`src/design/trlc_pkg.sv`:
```
`timescale 1ns / 1ps
// ----------------------------------------------------------------------------
// trlc_pkg
// Shared constants, types and helpers for the three-rotor letter cipher.
// ----------------------------------------------------------------------------
package trlc_pkg;

    localparam int ALPHABET_SIZE = 26;   // 2 .. 32
    localparam int ROTOR_COUNT   = 3;    // 1 .. 3
    localparam int MAX_ROTORS    = 3;    // offsets always kept for three rotors

    localparam int FIELD_W = 5;          // width of position / value fields
    localparam int POS_W   = (ALPHABET_SIZE > 1) ? $clog2(ALPHABET_SIZE) : 1;

    localparam logic [7:0] LOWER_BASE  = 8'd97;
    localparam logic [7:0] UPPER_BASE  = 8'd65;
    localparam int         LETTER_SPAN = 26;
    localparam int         LETTER_LIM  = (ALPHABET_SIZE < LETTER_SPAN) ?
                                         ALPHABET_SIZE : LETTER_SPAN;

    typedef enum logic {
        ACT_LOAD = 1'b0,
        ACT_CHAR = 1'b1
    } t_action;

    typedef logic [POS_W-1:0] t_sym;
    typedef t_sym [MAX_ROTORS-1:0] t_offsets;

    // (a + b) mod ALPHABET_SIZE, both operands below ALPHABET_SIZE
    function automatic t_sym add_mod(input t_sym a, input t_sym b);
        logic [POS_W:0] s;
        s = {1'b0, a} + {1'b0, b};
        if (s >= (POS_W+1)'(ALPHABET_SIZE)) begin
            s = s - (POS_W+1)'(ALPHABET_SIZE);
        end
        return s[POS_W-1:0];
    endfunction

endpackage

```
`src/design/trlc_rotor.sv`:
```
`timescale 1ns / 1ps
// ----------------------------------------------------------------------------
// trlc_rotor
// One rotor table: flop storage written one entry a beat, read at
// (index + offset) mod ALPHABET_SIZE.
// ----------------------------------------------------------------------------
module trlc_rotor
    import trlc_pkg::*;
(
    input  logic i_clk,
    input  logic i_wr_en,
    input  t_sym i_wr_pos,
    input  t_sym i_wr_val,
    input  t_sym i_index,
    input  t_sym i_offset,
    output t_sym o_value
);

    // no reset: contents undefined until loaded
    t_sym r_table [ALPHABET_SIZE];
    t_sym w_pos;

    always_ff @(posedge i_clk) begin
        if (i_wr_en) begin
            r_table[i_wr_pos] <= i_wr_val;
        end
    end

    assign w_pos   = add_mod(i_index, i_offset);
    assign o_value = r_table[w_pos];

endmodule

```
`src/design/trlc_odometer.sv`:
```
`timescale 1ns / 1ps
// ----------------------------------------------------------------------------
// trlc_odometer
// Rotor offsets; first steps per letter, each carries into the next on wrap.
// ----------------------------------------------------------------------------
module trlc_odometer
    import trlc_pkg::*;
(
    input  logic     i_clk,
    input  logic     i_rst_n,
    input  logic     i_step,
    output t_offsets o_offsets
);

    localparam t_sym LAST = POS_W'(ALPHABET_SIZE - 1);

    t_offsets r_off;
    t_offsets n_off;

    always_comb begin
        logic carry;
        n_off = r_off;
        carry = i_step;
        for (int k = 0; k < MAX_ROTORS; k++) begin
            if (carry) begin
                if (r_off[k] == LAST) begin
                    n_off[k] = '0;
                end else begin
                    n_off[k] = r_off[k] + t_sym'(1);
                    carry    = 1'b0;
                end
            end
        end
    end

    always_ff @(posedge i_clk) begin
        if (!i_rst_n) begin
            r_off <= '0;
        end else begin
            r_off <= n_off;
        end
    end

    assign o_offsets = r_off;

    // second offset only moves on a wrap of the first
    a_second_carry: assert property (@(posedge i_clk) disable iff (!i_rst_n)
        (r_off[0] != LAST) |=> (r_off[1] == $past(r_off[1])))
        else $error("second offset moved without wrap of the first");

    // no step, no movement
    a_hold: assert property (@(posedge i_clk) disable iff (!i_rst_n)
        !i_step |=> (r_off == $past(r_off)))
        else $error("offsets moved without a step");

endmodule

```
`src/design/three_rotor_letter_cipher.sv`:
```
`timescale 1ns / 1ps
// ----------------------------------------------------------------------------
// three_rotor_letter_cipher
// Three-rotor substitution cipher for an ASCII byte stream.
// ----------------------------------------------------------------------------
// Every slave beat is either a rotor table load (tuser = 0) or a character
// (tuser = 1). Loads write one entry of one rotor and give no master beat;
// characters give exactly one master beat each, in order. A letter of either
// case runs through rotors 0, 1 and 2, each read at (index + its offset)
// mod 26, and comes out in the same case; the offsets then step like an
// odometer. Other bytes pass unchanged and leave the offsets alone. Load the
// tables before sending letters: an unloaded entry reads as garbage. Entry
// values above 25 are stored as 25; loads to rotor 3 or position 26 and up
// are dropped. One beat a cycle is sustained while the master side accepts
// beats; a character goes from the slave beat through the input register, the
// three chained table reads and the result register to the master beat.
// ----------------------------------------------------------------------------
module three_rotor_letter_cipher
    import trlc_pkg::*;
(
    input  logic        i_clk,
    input  logic        i_rst_n,
    // slave side
    input  logic        i_s_tvalid,
    output logic        o_s_tready,
    // [1:0] rotor_select, [6:2] entry_position, [11:7] entry_value,
    // [19:12] char_in, [23:20] zero
    input  logic [23:0] i_s_tdata,
    // [0] action
    input  logic        i_s_tuser,
    // master side
    output logic        o_m_tvalid,
    input  logic        i_m_tready,
    // [7:0] char_out
    output logic [7:0]  o_m_tdata
);

    // ---------------- input register ----------------
    logic               r_s1_valid;
    t_action            r_s1_act;
    logic [1:0]         r_s1_sel;
    logic [FIELD_W-1:0] r_s1_pos;
    logic [FIELD_W-1:0] r_s1_val;
    logic [7:0]         r_s1_char;

    // ---------------- result register ----------------
    logic               r_out_valid;
    logic [7:0]         r_out_char;

    logic w_adv;       // stage-1 beat leaves this cycle
    logic w_in_acc;
    logic w_is_char;
    logic w_lower;
    logic w_upper;
    logic w_letter;
    logic w_pos_ok;
    t_sym w_wr_pos;
    t_sym w_wr_val;
    t_sym w_idx;
    logic [7:0] w_base;
    logic [7:0] w_char_out;
    t_offsets   w_off;
    t_sym       w_chain [ROTOR_COUNT+1];

    assign w_is_char = (r_s1_act == ACT_CHAR);

    // a load never needs the output register; a character needs it free
    assign w_adv = r_s1_valid && (!w_is_char || !r_out_valid || i_m_tready);
    assign o_s_tready = !r_s1_valid || w_adv;
    assign w_in_acc   = i_s_tvalid && o_s_tready;

    always_ff @(posedge i_clk) begin
        if (!i_rst_n) begin
            r_s1_valid <= 1'b0;
        end else if (o_s_tready) begin
            r_s1_valid <= i_s_tvalid;
        end
    end

    always_ff @(posedge i_clk) begin
        if (w_in_acc) begin
            r_s1_act  <= t_action'(i_s_tuser);
            r_s1_sel  <= i_s_tdata[1:0];
            r_s1_pos  <= i_s_tdata[6:2];
            r_s1_val  <= i_s_tdata[11:7];
            r_s1_char <= i_s_tdata[19:12];
        end
    end

    // ---------------- load path ----------------
    assign w_pos_ok = ({1'b0, r_s1_pos} < (FIELD_W+1)'(ALPHABET_SIZE));
    assign w_wr_pos = r_s1_pos[POS_W-1:0];
    // saturate oversized values to the last letter
    assign w_wr_val = ({1'b0, r_s1_val} >= (FIELD_W+1)'(ALPHABET_SIZE)) ?
                      POS_W'(ALPHABET_SIZE - 1) : r_s1_val[POS_W-1:0];

    // ---------------- letter classification ----------------
    assign w_lower  = (r_s1_char >= LOWER_BASE) &&
                      ((r_s1_char - LOWER_BASE) < 8'(LETTER_LIM));
    assign w_upper  = (r_s1_char >= UPPER_BASE) &&
                      ((r_s1_char - UPPER_BASE) < 8'(LETTER_LIM));
    assign w_letter = w_lower || w_upper;
    assign w_base   = w_lower ? LOWER_BASE : UPPER_BASE;
    assign w_idx    = POS_W'(r_s1_char - w_base);

    // ---------------- rotor chain ----------------
    assign w_chain[0] = w_idx;

    for (genvar g = 0; g < ROTOR_COUNT; g++) begin : g_rotor
        logic w_wr_en;
        assign w_wr_en = w_adv && !w_is_char && w_pos_ok && (r_s1_sel == 2'(g));

        trlc_rotor u_rotor (
            .i_clk    (i_clk),
            .i_wr_en  (w_wr_en),
            .i_wr_pos (w_wr_pos),
            .i_wr_val (w_wr_val),
            .i_index  (w_chain[g]),
            .i_offset (w_off[g]),
            .o_value  (w_chain[g+1])
        );
    end

    assign w_char_out = w_letter ? (w_base + 8'(w_chain[ROTOR_COUNT])) : r_s1_char;

    // offsets step once per letter as it leaves stage 1
    trlc_odometer u_odometer (
        .i_clk     (i_clk),
        .i_rst_n   (i_rst_n),
        .i_step    (w_adv && w_is_char && w_letter),
        .o_offsets (w_off)
    );

    // ---------------- result register ----------------
    always_ff @(posedge i_clk) begin
        if (!i_rst_n) begin
            r_out_valid <= 1'b0;
        end else if (w_adv && w_is_char) begin
            r_out_valid <= 1'b1;
        end else if (i_m_tready) begin
            r_out_valid <= 1'b0;
        end
    end

    always_ff @(posedge i_clk) begin
        if (w_adv && w_is_char) begin
            r_out_char <= w_char_out;
        end
    end

    assign o_m_tvalid = r_out_valid;
    assign o_m_tdata  = r_out_char;

    // ---------------- checks ----------------
    // stalled slave side only with a held beat
    a_ready_cause: assert property (@(posedge i_clk) disable iff (!i_rst_n)
        !o_s_tready |-> (r_s1_valid && w_is_char && r_out_valid && !i_m_tready))
        else $error("slave side stalled without a blocked character");

    // a load leaving while the result is taken leaves no result behind
    a_load_silent: assert property (@(posedge i_clk) disable iff (!i_rst_n)
        (w_adv && !w_is_char && r_out_valid && i_m_tready) |=> !r_out_valid)
        else $error("load produced a result beat");

    // non-letters pass through unchanged
    a_passthru: assert property (@(posedge i_clk) disable iff (!i_rst_n)
        (w_adv && w_is_char && !w_letter) |=> (r_out_char == $past(r_s1_char)))
        else $error("non-letter byte altered");

endmodule
```
`config.mk`:
```
export PLATFORM = sky130hd
export DESIGN_NAME = three_rotor_letter_cipher
export DESIGN_NICKNAME = d
export VERILOG_FILES = /design/src/design/trlc_pkg.sv /design/src/design/trlc_rotor.sv /design/src/design/trlc_odometer.sv /design/src/design/three_rotor_letter_cipher.sv
export SDC_FILE = /design/constraint.sdc
export NUM_CORES = 1
export LEC_CHECK = 0
export BUFFER_PORTS_ARGS = -buffer_cell sky130_fd_sc_hd__buf_2
export CORE_MARGIN = 5
export CORE_UTILIZATION = 35
export DETAILED_ROUTE_END_ITERATION = 10
export PLACE_DENSITY = 0.58
export SLEW_MARGIN = 20
export SYNTH_ARGS = -nofsm -noshare
export SYNTH_HDL_FRONTEND = slang
export SYNTH_HIERARCHICAL = 1
export SYNTH_SLANG_ARGS = --single-unit
```
`constraint.sdc`:
```
create_clock -name i_clk -period 15.1 [get_ports i_clk]
set_input_delay 1.51 -clock i_clk [delete_from_list [all_inputs] [get_ports i_clk]]
set_output_delay 1.51 -clock i_clk [all_outputs]
set_load 0.05 [all_outputs]
```
==> flow_summary_export.csv <==
group,metric,value,unit
timing,maxSlewViolCount,0,
timing,fin_crit_sh,82.1,%
timing,fin_skew,0.0108,ns
logic_synthesis,synth_nets,1416,
global_routing,grt_usage,14.5,%
timing,rsz0062_at_grt,"no",
worst_setup_path,rrSetupSlack,2.71,ns
timing,fin_tns_setup,0,ns
worst_setup_path,path_common_cell,"ha_1",
cells_and_area,nets,1457,
global_routing,grt_max_degree,80,
clock_tree,cts_max_level,2,
floorplanning,pin_count,39,
placement,place.gp.congestion,0.820,
run,drv_cap,0,
cells_and_area,diodes,0,
run_status,outcome,"complete, no violations",
clock_tree,postCtsSetupRepairBufs,0,
floorplanning,initial_core_util,35.1,%
clock_tree,holdBufCountCts,0,
timing,hold_violations,0,
worst_setup_path,path_class,"reg2reg",
cells_and_area,layout-drive-gt1-share,16.3,%
global_routing,overflow,0,
drt,dr_total_vias,11700,
worst_setup_path,worstPathMaxFanout,48,
floorplanning,dieWidth,247,um
worst_setup_path,cp_num_cells,35,
hold_path,hp-class,"reg2reg",
placement,dp_cells,2104,
timing,setup_viol,0,
logic_synthesis,syn_avg_cell_area,14.5,um^2
placement,dp_hpwl,27600,um
floorplanning,core_area,56100,um^2
clock_tree,numCtsBuffers,48,
worst_setup_path,r2r_start,"r_s1_char[0]",
worst_setup_path,rr_worst_depth,35,
logic_synthesis,ys_ff_latch,436,
cells_and_area,syn_to_final_growth,12.8,%
clock_tree,path_clk_slew,0.06,ns
drt,dr.first_iter.drc_count,1184,
clock_tree,clkSinkCount,436,
drt,firstDrtPassIters,7,
worst_setup_path,required,15.40,ns
floorplanning,dieArea,61100,um^2
drt,wl_per_cell,20.4,um
cells_and_area,regArea,12900,um^2
clock_tree,cts_resized,0,
floorplanning,num_rows,87,
drt,ant_nets,0,
worst_setup_path,endpoint_kind,"register",
clock_tree,root_buffer,"clkbuf_16",
power_and_ir_drop,p_leak,7.29,nW
timing,max_freq,0.0807,GHz
floorplanning,die_h,247,um
drt,vias_per_cell,5.35,
global_routing,antenna_found_initial,0,
worst_setup_path,start_kind,"register",
clock_tree,clk_path_buf_depth,3,
clock_tree,cts_tree,"yes",
worst_setup_path,critPathLaunch,"r_s1_char[0]",
power_and_ir_drop,powerDensity,185,nW/um^2
timing,relSlewSlack,31.8,%
cells_and_area,multi_input_area,6390,um^2
worst_setup_path,cp.arrival,12.69,ns
worst_setup_path,cp_top_family,"simple AND/OR/NAND/NOR gates",
drt,wl,44800,um
timing,worst_pin_slew,1.02,ns
drt,drc,0,
timing,layout_min_cycle_time,12.39,ns
logic_synthesis,ys_types,98,
logic_synthesis,syn_inst,1358,
logic_synthesis,ys.flop_type,"edfxtp_1",
logic_synthesis,ys.warnings.count,6,
worst_setup_path,r2r-end,"o_m_tdata[4]",
power_and_ir_drop,ir_drop,0.000120,V
logic_synthesis,synth_edf_count,419,
worst_setup_path,max_stage_delay,0.57,ns
logic_synthesis,ys_async_sr_fraction,0,%
global_routing,grt_pass1_wl,68500,um
placement,io_buffers,34,
logic_synthesis,seq_area_frac_synth,65.6,%
cells_and_area,layout.cells.non_filler,2194,
logic_synthesis,syn_area,19700,um^2
worst_setup_path,cp_slowest_cell,"a221oi_1",
cells_and_area,fillers,5158,
global_routing,first_global_vias,11700,
worst_setup_path,crit_end,"o_m_tdata[4]",
clock_tree,clock_latency,0.58,ns
worst_setup_path,crit_buf_inv,1,
## synth_stat cells (all sizes together) (20+ instances only)
master / number / share of area, %
clkbuf: 25 / 0.49
buf: 30 / 1.2
ha: 26 / 1.7
mux4: 44 / 5.0
nand2: 105 / 2.2
edfxtp: 419 / 64
a22oi: 22 / 0.84
o21ai: 47 / 1.2
inv: 21 / 0.40
nand3: 57 / 1.5
a21o: 20 / 0.76
a21oi: 60 / 1.7
nor2: 137 / 2.6
nand3b: 20 / 0.76
mux2i: 47 / 2.4
## report_power, final
group | internal, W | total, W | switching [W]
Combinational | 0.000607 | 0.00159 | 0.000987
Clock | 0.000700 | 0.00116 | 0.000464
Sequential | 0.00134 | 0.00135 | 0.00000595
## kinds of logic (layout without fill, tap and decap cells)
logic type / after synthesis / count (layout) / share of synthesized area [%]
compound gates: 279 / 279 / 10.8
fa+ha+maj: 29 / 29 / 1.96
mux: 96 / 96 / 7.81
flops: 436 / 436 / 65.6
simple gates: 429 / 429 / 11.1
xor+xnor: 13 / 13 / 0.617
buf+inv: 76 / 156 / 2.12
## tightest hold or removal path: stages, from the launching register on
cell,delay [ns]
dfxtp_1,0.34
nand2_1,0.07
o32ai_1,0.07
## sequential cells by signal, indices dropped and copies added (netlist names)
register                 count
o_m_tdata                    8
u_odometer/o_offsets        15
g_rotor.u_rotor/r_table    390
r_s1_char                    8
r_s1_act                     1
r_s1_valid                   1
r_s1_sel                     2
o_m_tvalid                   1
r_s1_val                     5
r_s1_pos                     5
## through the flow
stage                     utilization, %  instance area [um^2]  power (W)  setup slack, ns  hold slack [ns]
after floorplan                        -                 19700    0.00262             5.96            0.481
after global placement              36.7                 20600    0.00293             2.64            0.511
after detailed placement            36.7                 20600    0.00295             2.55            0.524
after CTS                           39.5                 22200    0.00412             2.53            0.533
after global routing                39.6                 22200    0.00434             1.93            0.570
final                               39.6                 22200    0.00411             2.71            0.527
## per-layer routing
layer | wire, um | global-route usage [%]
met5 | 0 | 0
met4 | 1080 | 4.15
met3 | 3070 | 3.10
met2 | 21100 | 23.1
met1 | 19600 | 20.2
## final cells by class
type	count	share of cell area, %
clock buffers	59	5.69
clock inverters	30	1.44
well taps	756	4.26
repair buffers	46	1.26
inverters	21	0.355
flip-flops and latches	436	58.2
multi-input cells	846	28.8
## cells in the final DEF, fill, tap and decap left out, types with 13 or more instances in the layout
master / instances
edfxtp_1: 419
nor2_1: 137
nand2_1: 100
nand3_1: 55
a21oi_1: 54
clkbuf_16: 49
o21ai_0: 46
mux2i_1: 45
mux4_2: 44
buf_2: 34
ha_1: 24
a22oi_1: 22
inv_1: 21
nand3b_1: 20
a21o_1: 20
nor3_1: 17
dfxtp_1: 17
nand4_1: 15
o31ai_1: 14
or3_1: 13
## worst min-delay path by stage
stage,from,end,slack [ns],cells past startpoint
global placement,u_odometer/o_offsets[14],u_odometer/o_offsets[14],0.51,2
CTS,u_odometer/o_offsets[14],u_odometer/o_offsets[14],0.53,2
floorplan,u_odometer/o_offsets[14],u_odometer/o_offsets[14],0.48,2
detailed placement,u_odometer/o_offsets[14],u_odometer/o_offsets[14],0.52,2
finish,u_odometer/o_offsets[14],u_odometer/o_offsets[14],0.53,2
global route,u_odometer/o_offsets[14],u_odometer/o_offsets[14],0.57,2
(Power assumes the default switching activity.)
